File: config.mk
export PLATFORM = sky130hd
export DESIGN_NAME = median_filter_instability_guard
export DESIGN_NICKNAME = d
export VERILOG_FILES = /design/src/design/mfig_pkg.sv /design/src/design/mfig_window.sv /design/src/design/mfig_select.sv /design/src/design/mfig_guard.sv /design/src/design/median_filter_instability_guard.sv
export SDC_FILE = /design/constraint.sdc
export NUM_CORES = 1
export LEC_CHECK = 0
export ABC_AREA = 1
export BUFFER_PORTS_ARGS = -buffer_cell sky130_fd_sc_hd__buf_2
export CORE_ASPECT_RATIO = 1.25
export CORE_UTILIZATION = 55
export CTS_BUF_LIST = sky130_fd_sc_hd__clkbuf_2
export DETAILED_ROUTE_END_ITERATION = 7
export PLACE_DENSITY = 0.75
export SKIP_LAST_GASP = 1
export SLEW_MARGIN = 20
export SYNTH_ARGS = -nofsm -noshare
export SYNTH_HDL_FRONTEND = slang
export SYNTH_SLANG_ARGS = --single-unit
File: constraint.sdc
create_clock -name clk -period 8.1 [get_ports clk]
set_clock_uncertainty 0.1 [all_clocks]
set_input_delay 0.81 -clock clk [delete_from_list [all_inputs] [get_ports clk]]
set_output_delay 0.81 -clock clk [all_outputs]
set_load 0.02 [all_outputs]
File: src/design/mfig_pkg.sv
// Shared types, constants and register codes for the median filter instability guard.
package mfig_pkg;

	localparam int DEFAULT_WINDOW      = 5;
	localparam int DEFAULT_SAMPLE_BITS = 16;

	localparam int PORT_BITS  = 16;
	localparam int LIMIT_BITS = 4;
	localparam int INDEX_BITS = 2;

	localparam logic [PORT_BITS-1:0]  RESET_RANGE_THRESHOLD = 16'd500;
	localparam logic [LIMIT_BITS-1:0] RESET_BAD_LIMIT       = 4'd3;
	localparam logic [LIMIT_BITS-1:0] RESET_GOOD_LIMIT      = 4'd8;

	localparam logic [INDEX_BITS-1:0] REG_RANGE_THRESHOLD = 2'd0;
	localparam logic [INDEX_BITS-1:0] REG_BAD_LIMIT       = 2'd1;
	localparam logic [INDEX_BITS-1:0] REG_GOOD_LIMIT      = 2'd2;

	typedef struct packed {
		logic [PORT_BITS-1:0]  range_threshold;
		logic [LIMIT_BITS-1:0] bad_limit;
		logic [LIMIT_BITS-1:0] good_limit;
	} cfg_t;

endpackage

File: src/design/mfig_window.sv
// Ring window store with write position, fill count and the stage 1 valid flag.
module mfig_window #(
	parameter int WINDOW      = mfig_pkg::DEFAULT_WINDOW,
	parameter int SAMPLE_BITS = mfig_pkg::DEFAULT_SAMPLE_BITS
) (
	input  logic                                  clk,
	input  logic                                  arst_n,
	input  logic                                  accept,
	input  logic                                  take,
	input  logic [mfig_pkg::PORT_BITS-1:0]        pressure_sample,
	output logic                                  valid_s1,
	output logic [SAMPLE_BITS-1:0]                window_q [WINDOW],
	output logic [$clog2(WINDOW+1)-1:0]           fill_q
);
	import mfig_pkg::*;

	localparam int PW = $clog2(WINDOW);
	localparam int FW = $clog2(WINDOW + 1);

	logic [PW-1:0] wpos_q;
	logic [31:0]   sample_ext;

	// Bits above SAMPLE_BITS are dropped; narrow ports zero-extend.
	assign sample_ext = 32'(pressure_sample);

	always_ff @(posedge clk) begin
		if (accept) begin
			window_q[wpos_q] <= sample_ext[SAMPLE_BITS-1:0];
		end
	end

	always_ff @(posedge clk or negedge arst_n) begin
		if (!arst_n) begin
			wpos_q   <= '0;
			fill_q   <= '0;
			valid_s1 <= 1'b0;
		end else begin
			if (accept) begin
				wpos_q <= (wpos_q == PW'(WINDOW - 1)) ? '0 : wpos_q + PW'(1);
				if (fill_q != FW'(WINDOW)) begin
					fill_q <= fill_q + FW'(1);
				end
				valid_s1 <= 1'b1;
			end else if (take) begin
				valid_s1 <= 1'b0;
			end
		end
	end

endmodule

File: src/design/mfig_select.sv
// Rank network over the window: median of filled entries and full-window range.
module mfig_select #(
	parameter int WINDOW      = mfig_pkg::DEFAULT_WINDOW,
	parameter int SAMPLE_BITS = mfig_pkg::DEFAULT_SAMPLE_BITS
) (
	input  logic [SAMPLE_BITS-1:0]      window_q [WINDOW],
	input  logic [$clog2(WINDOW+1)-1:0] fill,
	output logic [SAMPLE_BITS-1:0]      median,
	output logic [SAMPLE_BITS-1:0]      range
);
	import mfig_pkg::*;

	localparam int RW = $clog2(WINDOW);
	localparam int FW = $clog2(WINDOW + 1);

	logic [RW-1:0]          rank [WINDOW];
	logic [RW-1:0]          hi_k;
	logic [RW-1:0]          lo_k;
	logic [SAMPLE_BITS-1:0] lo_v;
	logic [SAMPLE_BITS-1:0] hi_v;
	logic [SAMPLE_BITS-1:0] min_v;
	logic [SAMPLE_BITS-1:0] max_v;
	logic [SAMPLE_BITS:0]   mid_sum;

	// Rank each filled entry; equal values are ordered by position.
	always_comb begin
		for (int i = 0; i < WINDOW; i++) begin
			rank[i] = '0;
			for (int j = 0; j < WINDOW; j++) begin
				if (j != i && FW'(j) < fill &&
				    (window_q[j] < window_q[i] || (window_q[j] == window_q[i] && j < i))) begin
					rank[i] = rank[i] + RW'(1);
				end
			end
		end
	end

	assign hi_k = RW'(fill >> 1);
	assign lo_k = fill[0] ? hi_k : hi_k - RW'(1);

	always_comb begin
		lo_v  = '0;
		hi_v  = '0;
		min_v = '0;
		max_v = '0;
		for (int i = 0; i < WINDOW; i++) begin
			if (FW'(i) < fill) begin
				if (rank[i] == lo_k)             lo_v  = lo_v  | window_q[i];
				if (rank[i] == hi_k)             hi_v  = hi_v  | window_q[i];
				if (rank[i] == '0)               min_v = min_v | window_q[i];
				if (rank[i] == RW'(WINDOW - 1))  max_v = max_v | window_q[i];
			end
		end
	end

	assign mid_sum = {1'b0, lo_v} + {1'b0, hi_v};
	assign median  = mid_sum[SAMPLE_BITS:1];
	assign range   = max_v - min_v;

endmodule

File: src/design/mfig_guard.sv
// Wide/narrow run counters, instability flag and the result register.
module mfig_guard #(
	parameter int SAMPLE_BITS = mfig_pkg::DEFAULT_SAMPLE_BITS
) (
	input  logic                           clk,
	input  logic                           arst_n,
	input  logic                           take,
	input  logic                           pop,
	input  logic                           full,
	input  mfig_pkg::cfg_t                 cfg,
	input  logic [SAMPLE_BITS-1:0]         median,
	input  logic [SAMPLE_BITS-1:0]         range,
	output logic                           out_valid_q,
	output logic [mfig_pkg::PORT_BITS-1:0] filtered_pressure_q,
	output logic                           suppressed_q,
	output logic                           unstable_q
);
	import mfig_pkg::*;

	localparam int CW = (SAMPLE_BITS > PORT_BITS) ? SAMPLE_BITS : PORT_BITS;

	logic [LIMIT_BITS-1:0] wide_q, narrow_q, wide_n, narrow_n;
	logic [LIMIT_BITS:0]   wide_inc, narrow_inc;
	logic                  flag_q, flag_n;
	logic                  is_wide;
	logic                  suppress_n;
	logic [31:0]           median_ext;

	assign is_wide    = CW'(range) > CW'(cfg.range_threshold);
	assign wide_inc   = {1'b0, wide_q} + (LIMIT_BITS+1)'(1);
	assign narrow_inc = {1'b0, narrow_q} + (LIMIT_BITS+1)'(1);
	assign median_ext = 32'(median);

	always_comb begin
		wide_n   = wide_q;
		narrow_n = narrow_q;
		flag_n   = flag_q;
		if (full) begin
			if (is_wide) begin
				narrow_n = '0;
				if (wide_inc >= {1'b0, cfg.bad_limit}) begin
					wide_n = cfg.bad_limit;
					flag_n = 1'b1;
				end else begin
					wide_n = wide_inc[LIMIT_BITS-1:0];
				end
			end else begin
				wide_n = '0;
				if (narrow_inc >= {1'b0, cfg.good_limit}) begin
					narrow_n = cfg.good_limit;
					flag_n   = 1'b0;
				end else begin
					narrow_n = narrow_inc[LIMIT_BITS-1:0];
				end
			end
		end
		suppress_n = (wide_n != '0) || flag_n;
	end

	always_ff @(posedge clk or negedge arst_n) begin
		if (!arst_n) begin
			wide_q      <= '0;
			narrow_q    <= '0;
			flag_q      <= 1'b0;
			out_valid_q <= 1'b0;
		end else begin
			if (take) begin
				wide_q      <= wide_n;
				narrow_q    <= narrow_n;
				flag_q      <= flag_n;
				out_valid_q <= 1'b1;
			end else if (pop) begin
				out_valid_q <= 1'b0;
			end
		end
	end

	always_ff @(posedge clk) begin
		if (take) begin
			filtered_pressure_q <= suppress_n ? '0 : median_ext[PORT_BITS-1:0];
			suppressed_q        <= suppress_n;
			unstable_q          <= flag_n;
		end
	end

endmodule

File: src/design/median_filter_instability_guard.sv
// Top level of the median filter with sensor instability guard.
//
// Each accepted word carries one unsigned pressure sample in millibar. It is written
// into a ring window of WINDOW entries at the accepting edge, and once the result
// register is free the result word is registered: the median of the filled entries
// (floor average of the two middle values while the window holds an even count),
// the suppressed flag and the unstable flag. Once the window is full, a window range
// above range_threshold counts toward bad_limit and sets the unstable flag; narrow
// windows count toward good_limit and clear it. The median reads as zero while a
// wide run is open or the flag is set. Rate: one word per cycle sustained while
// out_stall stays low; the rank-compare network over the window registers feeds the
// counter update and the result register. in_stall rises only while a result waits
// on out_stall and another word already sits in the window stage.
// Configuration writes are always ready and take effect on the next word; write them
// only while no word is in flight. Window entries have no reset; nothing reads an
// entry before it is written.
module median_filter_instability_guard #(
	parameter int WINDOW      = mfig_pkg::DEFAULT_WINDOW,
	parameter int SAMPLE_BITS = mfig_pkg::DEFAULT_SAMPLE_BITS
) (
	input  logic                            clk,
	input  logic                            arst_n,
	input  logic                            in_valid,
	output logic                            in_stall,
	input  logic [mfig_pkg::PORT_BITS-1:0]  pressure_sample,
	output logic                            out_valid,
	input  logic                            out_stall,
	output logic [mfig_pkg::PORT_BITS-1:0]  filtered_pressure,
	output logic                            suppressed,
	output logic                            unstable,
	input  logic                            cfg_valid,
	output logic                            cfg_ready,
	input  logic [mfig_pkg::INDEX_BITS-1:0] cfg_index,
	input  logic [mfig_pkg::PORT_BITS-1:0]  cfg_data
);
	import mfig_pkg::*;

	localparam int FW = $clog2(WINDOW + 1);

	cfg_t                   cfg_q;
	logic                   valid_s1;
	logic                   out_free;
	logic                   take;
	logic                   accept;
	logic                   pop;
	logic [SAMPLE_BITS-1:0] window_q [WINDOW];
	logic [FW-1:0]          fill_q;
	logic [SAMPLE_BITS-1:0] median;
	logic [SAMPLE_BITS-1:0] range;

	// Advance the window stage whenever the result register is empty or draining.
	assign out_free  = !out_valid || !out_stall;
	assign take      = valid_s1 && out_free;
	// Hold off new words only when the window stage cannot move on.
	assign in_stall  = valid_s1 && !out_free;
	assign accept    = in_valid && !in_stall;
	assign pop       = out_valid && !out_stall;
	assign cfg_ready = 1'b1;

	// Register file; unknown indexes drop the write.
	always_ff @(posedge clk or negedge arst_n) begin
		if (!arst_n) begin
			cfg_q.range_threshold <= RESET_RANGE_THRESHOLD;
			cfg_q.bad_limit       <= RESET_BAD_LIMIT;
			cfg_q.good_limit      <= RESET_GOOD_LIMIT;
		end else if (cfg_valid && cfg_ready) begin
			unique case (cfg_index)
				REG_RANGE_THRESHOLD: cfg_q.range_threshold <= cfg_data;
				REG_BAD_LIMIT:       cfg_q.bad_limit       <= cfg_data[LIMIT_BITS-1:0];
				REG_GOOD_LIMIT:      cfg_q.good_limit      <= cfg_data[LIMIT_BITS-1:0];
				default: begin
				end
			endcase
		end
	end

	mfig_window #(
		.WINDOW      (WINDOW),
		.SAMPLE_BITS (SAMPLE_BITS)
	) u_window (
		.clk             (clk),
		.arst_n          (arst_n),
		.accept          (accept),
		.take            (take),
		.pressure_sample (pressure_sample),
		.valid_s1        (valid_s1),
		.window_q        (window_q),
		.fill_q          (fill_q)
	);

	mfig_select #(
		.WINDOW      (WINDOW),
		.SAMPLE_BITS (SAMPLE_BITS)
	) u_select (
		.window_q (window_q),
		.fill     (fill_q),
		.median   (median),
		.range    (range)
	);

	mfig_guard #(
		.SAMPLE_BITS (SAMPLE_BITS)
	) u_guard (
		.clk                 (clk),
		.arst_n              (arst_n),
		.take                (take),
		.pop                 (pop),
		.full                (fill_q == FW'(WINDOW)),
		.cfg                 (cfg_q),
		.median              (median),
		.range               (range),
		.out_valid_q         (out_valid),
		.filtered_pressure_q (filtered_pressure),
		.suppressed_q        (suppressed),
		.unstable_q          (unstable)
	);

endmodule

==> metrics.yaml <==
status: "finished, violations left"
failed_checks: "negative setup slack"
timing.rr.end: "u_guard.filtered_pressure_q[5]$_SDFFCE_PP0P_"
syn_inst: 1863
synth-main-ff-cell: "edfxtp_1"
synth.most_common_cell: "nand2_1"
fp-row-count: 65
min_period_ps: 8220
power.total_mw: 7.821
n_fill_cell: 2060
nets: 2421
ys_seq_area_frac: 0.2800
p_int_mw: 3.672
fin_setup_tns_ps: -1366
critPathMaxFanout: 6
pwr-share-clk: 0.062
worstSetupPathType: "flip-flop to flip-flop"
yosysWarnings: 0
critPathLaunchType: "flip-flop"
slew_violations: 0
power.ir.vdd_worst_mv: 0.3899
vias_per_cell: 6.122
grt_pass1_wl_um: 82700
yosys.area.top_type: "ha_1"
cts_buffer_depth: 2
core_area_sq_mm: 0.02529
grt_setup_unrepaired: "true"
postPlaceCellArea_sq_mm: 0.01627
grt_max_degree: 42
synth_area_leaders: "ha_1 21%, edfxtp_1 21%, nand2_1 9.5%, inv_1 7.5%, dfrtp_1 5.6%"
switchingPower_mw: 4.149
synthArstFlopShare: 0.2950
die-area_sq_mm: 0.02650
switching_share: 0.5304
drtAntennaViolNets: 0
path_common_cell: "nand2_2"
grt_pass1_vias: 14550
worstPathRequired_ps: 8700
clock_sinks: 139
power.density_mw_per_mm2: 453.7
r2r_start: "u_window.window_q[42]$_DFFE_PP_"
comb_power_share: 0.796
final_area_sq_mm: 0.01724
setup_violations: 16
grt_overflow: 0
drt-pass1-iter-count: 6
crit_arrival_ps: 8820
initial_core_util: 0.5621
dp_worst_setup_slack_ps: -278.3
max_cap_violations: 0
drive_gt1_frac: 0.2156
slowest_stage: "edfxtp_1"
grt_usage: 0.4190
synthesis.area_sq_mm: 0.01422
hold_viol_final: 0
htree_levels: 4
worst_setup_path_end_kind: "flip-flop"
setup.worst_path.start: "u_window.window_q[42]$_DFFE_PP_"
syn_avg_cell_area_sq_um: 7.631
fmaxAchievable_ghz: 0.1217
hold_ws_ps: 66.73
clkLatencyLatePin_ps: 840
synth_edf_count: 98
tritoncts: "yes"
clockRootBuffer: "clkbuf_2"
dp_hpwl_um: 43610
port_buffers: 58
route.vias.total: 15238
io_pins: 60
place.gp.congestion: 1.085
numCtsBuffers: 17
ys_ff_latch: 139
min_path_type: "input pin to flip-flop"
ys_types: 62
drcViolationCount: 0
synth_top_area_frac: 0.2121
synthTopCellsByCount: "358 x nand2_1, 283 x inv_1, 241 x ha_1, 167 x nor2_1, 155 x a21oi_1"
area_delta_synth_final_pct: 21.26
crit_end: "u_guard.filtered_pressure_q[5]$_SDFFCE_PP0P_"
die_h_um: 181.8
antenna_found_initial: 1
layout_setup_ws_ps: -120.0
drt-initial-drc-count: 1407
seqPwrFrac: 0.142
wl_per_cell_um: 22.30
wl_um: 55500
cts.clk_slew.worst_paths_ps: 270
critical_path.max_stage_delay_ps: 470
reg2reg_slack_ps: -120
worst_pin_slew_ps: 1086
slew_headroom: 0.2671
leakage_nw: 8.783
synth_nets: 2145
die_w_um: 145.8
fin_crit_sh: 1.015
reg2reg_depth: 51
-- layout make-up --
type | instances | area [sq um] | share of cell area
Multi-Input combinational cell | 1404 | 9418 | 0.5463
Sequential cell | 139 | 3980 | 0.2309
Timing Repair Buffer | 282 | 2032 | 0.1179
Inverter | 295 | 1110 | 0.06438
Tap cell | 335 | 419.2 | 0.02432
Clock inverter | 15 | 188.9 | 0.01096
Clock buffer | 17 | 85.08 | 0.004936
Antenna cell | 2 | 5.005 | 0.0002903
-- layout by cell type (no fill, tap or decap), types with 29 or more instances in the layout --
cell,instances
nand2_1,345
inv_1,274
ha_1,234
buf_4,216
nor2_1,156
a21oi_1,145
nand3_1,110
edfxtp_1,98
o21ai_0,60
buf_2,58
o22ai_1,49
o221ai_1,34
dfrtp_1,32
nand4_1,29
-- registers in the layout, summed over array words and instances (netlist names), 3 cells and up --
signal,flops
cfg_q,24
u_guard.filtered_pressure_q,16
u_guard.narrow_q,4
u_guard.wide_q,4
u_window.fill_q,3
u_window.window_q,80
u_window.wpos_q,3
-- logic make-up after synthesis --
logic type	after synthesis	share of synthesized area
other cells	1	0.0002638
xor+xnor	23	0.01470
compound gates	406	0.1782
fa+ha+maj	243	0.2149
buf+inv	320	0.08616
simple gates	731	0.2258
flops	139	0.2800
-- per-layer routing --
| metal | part of all wire | routed length, um | global-route usage | vias to the layer above |
|---|---|---|---|---|
| met3 | 0.093 | 5152 | 0.07864 | 186 |
| li1 | - | - | - | 7047 |
| met4 | 0.075 | 4162 | 0.2880 | 0 |
| met5 | 0 | 0 | 0 | - |
| met2 | 0.45 | 25160 | 0.6792 | 897 |
| met1 | 0.38 | 21030 | 0.5040 | 7108 |
-- critical path: cells and delay by family, from the launching register on --
kind / cells / cell delay, ps
AOI/OAI and AO/OA: 17 / 2700
and+or+nand+nor: 17 / 1930
buffers and inverters: 11 / 1420
adders and majority gates: 5 / 1330
DFF: 1 / 470
xor gates and xnor gates: 1 / 130
-- power by group through the flow --
stage	Sequential (mW)	Clock, mW	Combinational (mW)
3_5_place_dp	1.12	0	5.35
3_3_place_gp	1.12	0	5.23
5_1_grt	1.12	0.513	6.76
2_1_floorplan	1.16	0	3.35
6_report	1.11	0.485	6.23
4_1_cts	1.10	0.489	5.46
-- timing repair --
| action | 4_1_cts | 5_1_grt |
|---|---|---|
| resized for setup | 33 | 73 |
| hold endpoints to repair | 32 | 0 |
| setup endpoints to repair | 17 | 23 |
| pin swaps | 11 | 53 |
| gates cloned | 0 | 1 |
| setup buffers | 6 | 26 |
| hold buffers | 1 | 0 |
-- worst min-delay path by stage --
stage | startpoint | endpoint | slack (ps) | depth (start not counted)
2_1_floorplan | u_window.valid_s1$_DFFE_PN0P_ | u_guard.out_valid_q$_DFFE_PN0P_ | 350 | 2
4_1_cts | out_stall | u_guard.out_valid_q$_DFFE_PN0P_ | 6 | 3
6_report | out_stall | u_guard.out_valid_q$_DFFE_PN0P_ | 70 | 3
5_1_grt | pressure_sample[12] | u_window.window_q[44]$_DFFE_PP_ | 10 | 1
3_5_place_dp | u_window.valid_s1$_DFFE_PN0P_ | u_guard.out_valid_q$_DFFE_PN0P_ | 370 | 2
3_3_place_gp | u_window.valid_s1$_DFFE_PN0P_ | u_guard.out_valid_q$_DFFE_PN0P_ | 350 | 2
-- stage by stage --
stage	instances	utilization
after floorplan	1863	-
after global placement	2420	0.6433
after detailed placement	2420	0.6433
after CTS	2459	0.6617
after global routing	2488	0.6814
final	2489	0.6815
Power figures use the tool's default switching activity.
